==> src/omk_pkg.sv <==
// ----------------------------------------------------------------------------
// omk_pkg
// Shared types, constants and the sine table generator for the three-wheel
// omni drive kinematics block.
// ----------------------------------------------------------------------------
package omk_pkg;

  // Field widths of the command and the result.
  localparam int CMD_W  = 16;
  localparam int PWM_W  = 11;
  localparam int ARM_W  = 16;

  // Internal datapath widths.
  localparam int TRIG_W = 17;  // signed Q1.15 sine and cosine, +1.0 allowed
  localparam int V0_W   = 20;  // -10 * speed_x
  localparam int V1_W   = 17;  // -speed_y
  localparam int R_W    = 37;  // rotated vector, 19 fraction bits
  localparam int LW_W   = 33;  // arm length times spin rate
  localparam int M_W    = 54;  // rotated y term times cos(30 deg)
  localparam int SUM_W  = 58;  // compare values with FRAC fraction bits
  localparam int FRAC   = 35;

  // Fixed-point constants.
  localparam logic [15:0] COS30_Q16   = 16'd56756;
  localparam logic [63:0] HALF_PI_Q60 = 64'h1921FB54442D1846;
  localparam int          PWM_MID     = 1000;
  localparam int          PWM_MAX     = 1900;
  localparam int          PWM_MIN     = 100;

  localparam logic signed [SUM_W-1:0] PWM_MID_Q = SUM_W'(PWM_MID) << FRAC;
  localparam logic signed [SUM_W-1:0] PWM_MAX_Q = SUM_W'(PWM_MAX) << FRAC;
  localparam logic signed [SUM_W-1:0] PWM_MIN_Q = SUM_W'(PWM_MIN) << FRAC;

  // One speed command.
  typedef struct packed {
    logic signed [CMD_W-1:0] speed_x;
    logic signed [CMD_W-1:0] speed_y;
    logic signed [CMD_W-1:0] spin_rate;
    logic        [CMD_W-1:0] heading;
    logic                    field_frame;
  } omk_cmd_t;

  // Rotated command and the raw rotation term.
  typedef struct packed {
    logic signed [R_W-1:0]  r0;
    logic signed [R_W-1:0]  r1;
    logic signed [LW_W-1:0] lw;
  } omk_rot_t;

  // Unclamped compare values of the three wheels.
  typedef struct packed {
    logic signed [SUM_W-1:0] pa;
    logic signed [SUM_W-1:0] pb;
    logic signed [SUM_W-1:0] pc;
  } omk_mix_t;

  // One result item.
  typedef struct packed {
    logic [PWM_W-1:0] pwm_wheel_a;
    logic [PWM_W-1:0] pwm_wheel_b;
    logic [PWM_W-1:0] pwm_wheel_c;
    logic [2:0]       clamp_mask;
  } omk_pwm_t;

  // (a * b) >> 60, for building the table at elaboration.
  function automatic logic [63:0] mul_q60(input logic [63:0] a, input logic [63:0] b);
    logic [127:0] prod;
    prod = {64'd0, a} * {64'd0, b};
    return prod[123:60];
  endfunction

  // Divides a series term by (2n)(2n+1).
  function automatic logic [63:0] series_div(input logic [63:0] t, input int n);
    logic [63:0] r;
    unique case (n)
      1:       r = t / 64'd6;
      2:       r = t / 64'd20;
      3:       r = t / 64'd42;
      4:       r = t / 64'd72;
      5:       r = t / 64'd110;
      6:       r = t / 64'd156;
      7:       r = t / 64'd210;
      8:       r = t / 64'd272;
      9:       r = t / 64'd342;
      10:      r = t / 64'd420;
      11:      r = t / 64'd506;
      12:      r = t / 64'd600;
      default: r = t;
    endcase
    return r;
  endfunction

  // Sine of a Q60 angle in radians, rounded to Q1.15 and saturated.
  function automatic logic [14:0] sine_from_x(input logic [63:0] x);
    logic [63:0] x2;
    logic [63:0] term;
    logic [63:0] sum;
    logic [63:0] v;
    x2   = mul_q60(x, x);
    term = x;
    sum  = x;
    for (int n = 1; n <= 12; n++) begin
      term = series_div(mul_q60(term, x2), n);
      if ((n % 2) == 1) begin
        sum = sum - term;
      end else begin
        sum = sum + term;
      end
    end
    v = (sum + (64'd1 << 44)) >> 45;
    return (v > 64'd32767) ? 15'h7FFF : v[14:0];
  endfunction

endpackage

==> src/omk_pwm.sv <==
// ----------------------------------------------------------------------------
// omk_pwm
// Output stage: clamps each compare value to 100..1900, truncates it, and
// holds the result item until it is taken.
// ----------------------------------------------------------------------------
module omk_pwm import omk_pkg::*; (
  input  logic     clk_i,
  input  logic     rst_ni,
  input  logic     in_valid_i,
  output logic     in_ready_o,
  input  omk_mix_t mix_i,
  output logic     out_valid_o,
  input  logic     out_ready_i,
  output omk_pwm_t pwm_o
);

  // Returns the clamp flag above the truncated compare value.
  function automatic logic [PWM_W:0] pwm_of(input logic signed [SUM_W-1:0] p);
    logic [PWM_W:0] r;
    priority if (p >= PWM_MAX_Q) begin
      r = {p != PWM_MAX_Q, PWM_W'(PWM_MAX)};
    end else if (p <= PWM_MIN_Q) begin
      r = {p != PWM_MIN_Q, PWM_W'(PWM_MIN)};
    end else begin
      r = {1'b0, p[FRAC+PWM_W-1:FRAC]};
    end
    return r;
  endfunction

  logic           vg_q;
  logic           en_g;
  logic [PWM_W:0] wa, wb, wc;
  omk_pwm_t       pwm_d, pwm_q;

  assign en_g       = !vg_q || out_ready_i;
  assign in_ready_o = en_g;

  always_comb begin
    wa                = pwm_of(mix_i.pa);
    wb                = pwm_of(mix_i.pb);
    wc                = pwm_of(mix_i.pc);
    pwm_d.pwm_wheel_a = wa[PWM_W-1:0];
    pwm_d.pwm_wheel_b = wb[PWM_W-1:0];
    pwm_d.pwm_wheel_c = wc[PWM_W-1:0];
    pwm_d.clamp_mask  = {wc[PWM_W], wb[PWM_W], wa[PWM_W]};
  end

  always_ff @(posedge clk_i or negedge rst_ni) begin
    if (!rst_ni) begin
      vg_q <= 1'b0;
    end else if (en_g) begin
      vg_q <= in_valid_i;
    end
  end

  always_ff @(posedge clk_i) begin
    if (en_g && in_valid_i) begin
      pwm_q <= pwm_d;
    end
  end

  assign out_valid_o = vg_q;
  assign pwm_o       = pwm_q;

endmodule

==> config.mk <==
export PLATFORM = sky130hd
export DESIGN_NAME = omk_pwm
export DESIGN_NICKNAME = d
export VERILOG_FILES = /design/src/omk_pkg.sv /design/src/omk_pwm.sv
export SDC_FILE = /design/constraint.sdc
export NUM_CORES = 1
export LEC_CHECK = 0
export ABC_AREA = 1
export BUFFER_PORTS_ARGS = -buffer_cell sky130_fd_sc_hd__buf_2
export CAP_MARGIN = 20
export CORE_AREA = 4 4 90 84
export CTS_BUF_LIST = sky130_fd_sc_hd__clkbuf_4 sky130_fd_sc_hd__clkbuf_8
export DETAILED_ROUTE_END_ITERATION = 10
export DIE_AREA = 0 0 94 88
export PLACE_DENSITY_LB_ADDON = 0.25
export SETUP_SLACK_MARGIN = 0.15
export SYNTH_ARGS = -nofsm -noshare
export SYNTH_HDL_FRONTEND = slang
export SYNTH_SLANG_ARGS = --single-unit
==> constraint.sdc <==
create_clock -name clk_i -period 7 [get_ports clk_i]
set_input_delay 1.05 -clock clk_i [delete_from_list [all_inputs] [get_ports clk_i]]
set_output_delay 1.05 -clock clk_i [all_outputs]
set_load 0.02 [all_outputs]
**Word level (Yosys, flattened, before mapping)**

Index checks and enable logic that the tools add are counted.

- Register bits: 37
- Input bits: 178
- Output and inout bits: 38
- Logic and storage cells: 32

- $lt $le $gt $ge: 6
- Equality and inequality tests: 6
- Multiplexer cells: 6
- Reduce and logical (&&, ||, !) cells: 6

Operators with widths:

| cell | count |
|---|---|
| 58-bit by 47-bit greater-or-equal comparator with 1-bit output, second input constant | 3 |
| 58-bit by 43-bit <= comparator with 1-bit output, second input constant | 3 |
| 58-bit by 43-bit != test with 1-bit output, second input constant | 3 |
| 58-bit by 47-bit != test with 1-bit output, second input constant | 3 |
| 12-bit two-way mux | 6 |
| 2-bit OR reduction | 3 |
| 1-bit logical AND | 1 |
| 1-bit logical NOT | 1 |
| 1-bit logical OR | 1 |

**Depth between registers and ports, before layout**

Gate-level depths: netlist (run 1).

- Word-level depth: 3
- Mapped depth: 10
- Gate-level depth less buffers: 10

**Worst setup path before layout (run 1)**

OpenSTA, ideal clock, no wires.

- Path type: input-to-reg
- Start: in in_valid_i
- End: reg pwm_q, in the netlist pwm_o[0], enable pin
- Setup time: 0.441 ns
- Arrival time: 2.861 ns
- Required time: 6.559 ns
- Slack: 3.697 ns
- Stages on the path: 2
- Buffers on the path: 0
- Cells stage by stage: inv_1 a21oi_1

- Word-level cells in the longest chain between the ends: 1

Ends and longest elaborated chain:

| item | RTL line | source |
|---|---|---|
| start, declared | omk_pwm.sv:9 | `input logic in_valid_i,` |
| 1-bit logical AND | omk_pwm.sv:57 | `if (en_g && in_valid_i) begin` |
| end signal, assigned | omk_pwm.sv:58 | `pwm_q <= pwm_d;` |
| end, declared | omk_pwm.sv:33 | `omk_pwm_t pwm_d, pwm_q;` |

No other way between the ends.
A chain may end at the register's enable or synchronous reset.

**Worst setup path in the final report (run 1)**

- Start: in out_ready_i
- End: out in_ready_o

- Word-level cells in the longest chain between the ends: 1

Ends and longest elaborated chain:

| item | RTL line | source |
|---|---|---|
| start, declared | omk_pwm.sv:13 | `input logic out_ready_i,` |
| 1-bit logical OR | omk_pwm.sv:35 | `assign en_g = !vg_q \|\| out_ready_i;` |
| end, declared | omk_pwm.sv:10 | `output logic in_ready_o,` |

No other way between the ends.

==> reports/results.ini, run 1 <==
[cells_and_area]
fillers=636
areaGrowthSynthToFinish_pct=45.54
num_antenna_cells=0
final-seq-area_sq_um=1106
finish.instance_area_sq_um=4250
final_common_cell=buf_2
fin_nets=852
drive_above_1_share=0.3941
final_cell_mix=buf_2, nor2_1, nand2_1
multi_input_area_sq_um=1670

[global_routing]
track_usage=0.1983
grt-ovfl-total=0
antenna_found_initial=0
grt_pass1_wl_um=13480
grt_pass1_vias=3289
grt_start_max_net_pins=37

[placed_design]
gp_congestion=0.8810
place_area_sq_um=4120
io_buffers=215
dp_hpwl_um=7525

[cts]
clock-root-buffer=clkbuf_8
cts_htree_levels=2
path_clk_slew_ps=70
clkLatencyLatePin_ps=280
ctsResizeCount=0
cts_buffers=5
post-cts-setup-buffers=0
cts_tree=yes
cts_sinks=37
cts_buffer_depth=2
hold_buffers=0

[route]
wl_per_cell_um=11.08
drt_pre_antenna_iters=4
via_count=3553
routed_via_density=4.644
wl_um=8474
post-route-drc-count=0
ant_nets=0
drt_iter0_drc=80

[yosys]
synth.cell_area_sq_um=2920
syn_inst=451
ys_seq_area_frac=0.3787
ys_types=17
synth.area.top_cells=edfxtp_1, nor2_1, nand2_1
synth_nets=629
synth_top_area_share=0.3702
post_synth.cell_area_avg_sq_um=6.475
synth.largest_area_cell=edfxtp_1
ys_ff_latch=37
yosys_warnings=0

[critical_path]
cp-start-kind=primary input
required_ps=5950
crit_path_top_delay_cell=buf_2
critPathCaptureType=primary output
worst-endpoint-arrival_ps=1500
critical_path.cell_chain=buf_2 -> inv_1 -> nand2_1 -> buf_2
r2r_start=out_valid_o
critPathTopFamily=buffers and inverters
reg2regPathDepth=2
reg2reg_to=pwm_o[16]
rrSetupSlack_ps=5710
cp_slowest_stage_delay_ps=160
critical_path.max_fanout=2
crit_type=primary input to primary output
cp_common_cell=buf_2
crit_buf_inv=3

[run]
maxCapViolations=0

[sta]
fmax_mhz=392.1
fin_crit_ps=2550
rsz0062_at_grt=false
maxSlewViolCount=0
finalSetupViolCount=0
worstMarginPinSlew_ps=301.1
clock_skew_ps=4.546
fin_crit_sh=0.3643
hold_viol=0
slew_headroom=0.7988
hold_ws_ps=526.9
setup_tns_ps=0

[die]
die_h_um=88
io_pins=216
fp.dieArea_sq_um=8272
die_w_um=94
core-area_sq_um=6516
floorplan.initialDensity=0.4482
rows=28

[power_and_ir_drop]
powerDensity_nw_per_um2=137.8
leakage_nw=1.986
irDropWorstVdd_mv=0.07894

[min_path]
hp-class=primary input to async pin

[run_status]
outcome=finished, final reports clean

[how the worst max path moves through the flow]
stage | slack (ps) | end | depth (start not counted) | startpoint
2_1_floorplan | 3700 | pwm_o[0] | 2 | in_valid_i
3_3_place_gp | 4480 | in_ready_o | 4 | out_ready_i
3_5_place_dp | 4440 | in_ready_o | 4 | out_ready_i
4_1_cts | 4440 | in_ready_o | 4 | out_ready_i
5_1_grt | 4410 | in_ready_o | 4 | out_ready_i
6_report | 4450 | in_ready_o | 4 | out_ready_i
[worst reg2reg max path, delay by kind of cell (launching register included)]
| family | cells | cell delay, ps |
|---|---|---|
| flops | 1 | 420 |
| compound gates | 1 | 310 |
| buf+inv | 1 | 240 |
[state kept, by name, summed over array words and instances (netlist names)]
name / flops
pwm_o: 36
out_valid_o: 1
[power breakdown]
group | total, mW | switching [mW] | internal [mW]
Clock | 0.178 | 0.0689 | 0.109
Sequential | 0.259 | 0.00265 | 0.256
Combinational | 0.149 | 0.0845 | 0.0642
[area by class of cell]
class	count	share of cell area
multi-input combinational	374	0.3930
inverter	40	0.03650
clock inverter	2	0.007948
tap	90	0.02649
timing repair buffer	216	0.2579
sequential	37	0.2602
clock buffer	6	0.01796
[stage by stage]
step	worst slack (ps)	total power [mW]	util	instances
floorplan	3697	0.3320	-	451
global placement	4482	0.4084	0.6323	756
detailed placement	4440	0.4113	0.6323	756
CTS	4438	0.5890	0.6492	764
global route	4411	0.6204	0.6523	765
finish	4450	0.5856	0.6523	765
[cell families (layout without fill, tap and decap cells)]
kind of cell | after synthesis | count (layout) | synth area share
flops | 37 | 37 | 0.3787
simple gates | 370 | 370 | 0.5613
compound gates | 4 | 4 | 0.006855
buf+inv | 40 | 264 | 0.05313
[layer usage]
metal	part of all wire	wire length, um	vias up	GRT usage
li1	-	-	1889	-
met1	0.40	3395	1540	0.2272
met2	0.51	4323	116	0.3688
met3	0.078	662	8	0.05670
met4	0.011	93	0	0.04068
met5	0	0	-	0
[synthesized netlist by cell type (all sizes together)]
| master | number |
|---|---|
| nand3 | 28 |
| nand4 | 24 |
| nor2 | 183 |
| and2 | 2 |
| inv | 36 |
| a21oi | 4 |
| nor3 | 6 |
| nand2 | 127 |
| clkinv | 4 |
| edfxtp | 36 |
| dfrtp | 1 |
Power figures use the tool's default switching activity.
==> inputs of run 2 (changes only) <==
--- a/config.mk
+++ b/config.mk
@@ -8,10 +8,10 @@
 export ABC_AREA = 1
 export BUFFER_PORTS_ARGS = -buffer_cell sky130_fd_sc_hd__buf_2
 export CAP_MARGIN = 20
-export CORE_AREA = 4 4 90 84
+export CORE_AREA = 4 4 93 87
 export CTS_BUF_LIST = sky130_fd_sc_hd__clkbuf_4 sky130_fd_sc_hd__clkbuf_8
 export DETAILED_ROUTE_END_ITERATION = 10
-export DIE_AREA = 0 0 94 88
+export DIE_AREA = 0 0 97 91
 export PLACE_DENSITY_LB_ADDON = 0.25
 export SETUP_SLACK_MARGIN = 0.15
 export SYNTH_ARGS = -nofsm -noshare
==> constraint.sdc (replaced) <==
create_clock -name clk_i -period 2.42 [get_ports clk_i]
set_input_delay 0.363 -clock clk_i [delete_from_list [all_inputs] [get_ports clk_i]]
set_output_delay 0.363 -clock clk_i [all_outputs]
set_load 0.02 [all_outputs]
==> run 2 against run 1 <==
Sequential power grew to 2.9 times the previous value. Highest routed layer unchanged. Via count grew 0.87%. Final cell count grew 0.52%.
==> reports/results.ini, run 2 (synthesis results as in run 1) <==
[placed_design]
preCtsSetupSlack_ps=839.9  ; -3600 ps
io_buffers=215  ; unchanged
dp_hpwl_um=7814  ; +3.8%
gp_congestion=0.8905  ; +1.1%
placed_cells=760  ; +0.53%

[sta]
setup_tns_ps=0  ; unchanged
layout_setup_ws_ps=1087  ; -3363 ps
slew_headroom=0.7038  ; -0.09497
hold_ws_ps=326.7  ; -200.2 ps
fmax_mhz=750.3
finalSetupViolCount=0  ; unchanged
fin_crit_sh=0.5508
hold_viol=0  ; unchanged
fin_crit_ps=1333
worstMarginPinSlew_ps=444.3  ; +143.1 ps
rsz0062_at_grt=false
maxSlewViolCount=0  ; unchanged
clock_skew_ps=1.242  ; -3.304 ps

[global_routing]
grt-ovfl-total=0  ; unchanged
grt_pass1_vias=3440  ; +4.6%
antenna_found_initial=0  ; unchanged
grt_start_max_net_pins=37  ; unchanged
track_usage=0.1887  ; -0.009647
grt_pass1_wl_um=14270  ; +5.9%

[route]
post-route-drc-count=0  ; unchanged
wl_per_cell_um=11.47  ; +3.5%
drt_iter0_drc=103  ; +29%
routed_via_density=4.661  ; +0.35%
via_count=3584  ; +0.87%
wl_um=8820  ; +4.1%
ant_nets=0  ; unchanged
drt_pre_antenna_iters=4  ; unchanged

[cells_and_area]
num_antenna_cells=0  ; unchanged
fillers=683  ; +7.4%
final_cell_mix=buf_2, nor2_1, nand2_1
drive_above_1_share=0.3950  ; +0.0008963
areaGrowthSynthToFinish_pct=45.76
largest_reg_flops=36  ; unchanged
fin_nets=853  ; +0.12%
postLayoutCoreUtil=0.6078  ; -0.04444
fin_cells=769  ; +0.52%
final_common_cell=buf_2

[cts]
post-cts-setup-buffers=0  ; unchanged
clkLatencyLatePin_ps=280  ; about the same
cts_htree_levels=2  ; unchanged
cts_sinks=37  ; unchanged
clock-root-buffer=clkbuf_8
cts_tree=yes
hold_buffers=1  ; +1
cts_buffer_depth=2  ; unchanged
ctsResizeCount=0  ; unchanged
path_clk_slew_ps=70  ; about the same
cts_buffers=5  ; unchanged

[critical_path]
critPathCaptureType=register
crit_type=register to register
worst-endpoint-arrival_ps=1270  ; -230 ps
cp-start-kind=register
required_ps=2350  ; -3600 ps
critical_path.max_fanout=36  ; +34

[die]
floorplan.initialDensity=0.4170  ; -0.03115
die_w_um=97  ; +3.2%
rows=29  ; +3.6%
core-area_sq_um=7003  ; +7.5%
die_h_um=91  ; +3.4%
fp.dieArea_sq_um=8827  ; +6.7%
io_pins=216  ; unchanged

[run_status]
outcome=finished, final reports clean

[power_and_ir_drop]
powerDensity_nw_per_um2=400.6  ; +190%
p_sw_mw=0.4716  ; +200%
switching_share=0.2766  ; +0.01006
power_frac_seq=0.440  ; -0.002
p_clk_frac=0.308  ; +0.004
leakage_nw=1.985  ; about the same
power_frac_comb=0.252  ; -0.002
internal-power_mw=1.233  ; +190%
irDropWorstVdd_mv=0.2350  ; +200%

[min_path]
hp-class=primary input to register

[run]
maxCapViolations=0  ; unchanged

-- run 2: cell count changes in the layout (fill, tap and decap cells not counted) --
cell,previous run,this run
dlygate4sd3_1,0,1
buf_4,0,1
buf_12,1,0
clkinv_4,1,2
clkinv_1,4,3
clkinvlp_4,0,1
clkbuf_4,1,0
-- run 2: worst max-delay path: stages, from the launching register on --
cell     delay (ps)
dfrtp_1         420
a21oi_4         150
buf_4           410
-- run 2: metrics by stage --
stage,cell area [sq um],total power [mW]
3_3_place_gp,4131,1.185
2_1_floorplan,2924,0.9599
5_1_grt,4257,1.802
4_1_cts,4257,1.722
3_5_place_dp,4131,1.195
6_report,4257,1.705
-- run 2: final cells by class --
type / count / area (sq um) / share of cell area
inverter: 40 / 155.1 / 0.03645
sequential: 37 / 1106 / 0.2598
multi-input combinational: 374 / 1670 / 0.3924
timing repair buffer: 217 / 1094 / 0.2569
tap: 93 / 116.4 / 0.02734
clock buffer: 5 / 68.82 / 0.01617
clock inverter: 3 / 46.29 / 0.01088
-- run 2: power by group through the flow --
stage / sequential (mW) / combinational [mW] / clock [mW]
2_1_floorplan: 0.806 / 0.154 / 0
3_3_place_gp: 0.765 / 0.420 / 0
3_5_place_dp: 0.765 / 0.430 / 0
4_1_cts: 0.750 / 0.433 / 0.539
5_1_grt: 0.753 / 0.479 / 0.570
6_report: 0.750 / 0.430 / 0.525
-- run 2: path summary, 6_finish.rpt --
path	from	slack [ps]	cells after the start	to
worst max-delay path	out_valid_o	1090	2	pwm_o[20]
max in group asynchronous	rst_ni	1960	2	out_valid_o
worst min register to register	out_valid_o	590	2	out_valid_o
worst min-delay path	in_valid_i	330	3	out_valid_o
min in group asynchronous	rst_ni	380	2	out_valid_o
worst max register to register	out_valid_o	1090	2	pwm_o[20]
-- run 2: layer usage --
metal  wire length, um  vias to the layer above  share of wire  GRT usage
met1              3491                     1532           0.40     0.2214
met4               149                        0          0.017    0.04444
li1                  -                     1891              -          -
met2              4494                      145           0.51     0.3454
met3               685                       16          0.078    0.04828
met5                 0                        -              0          0
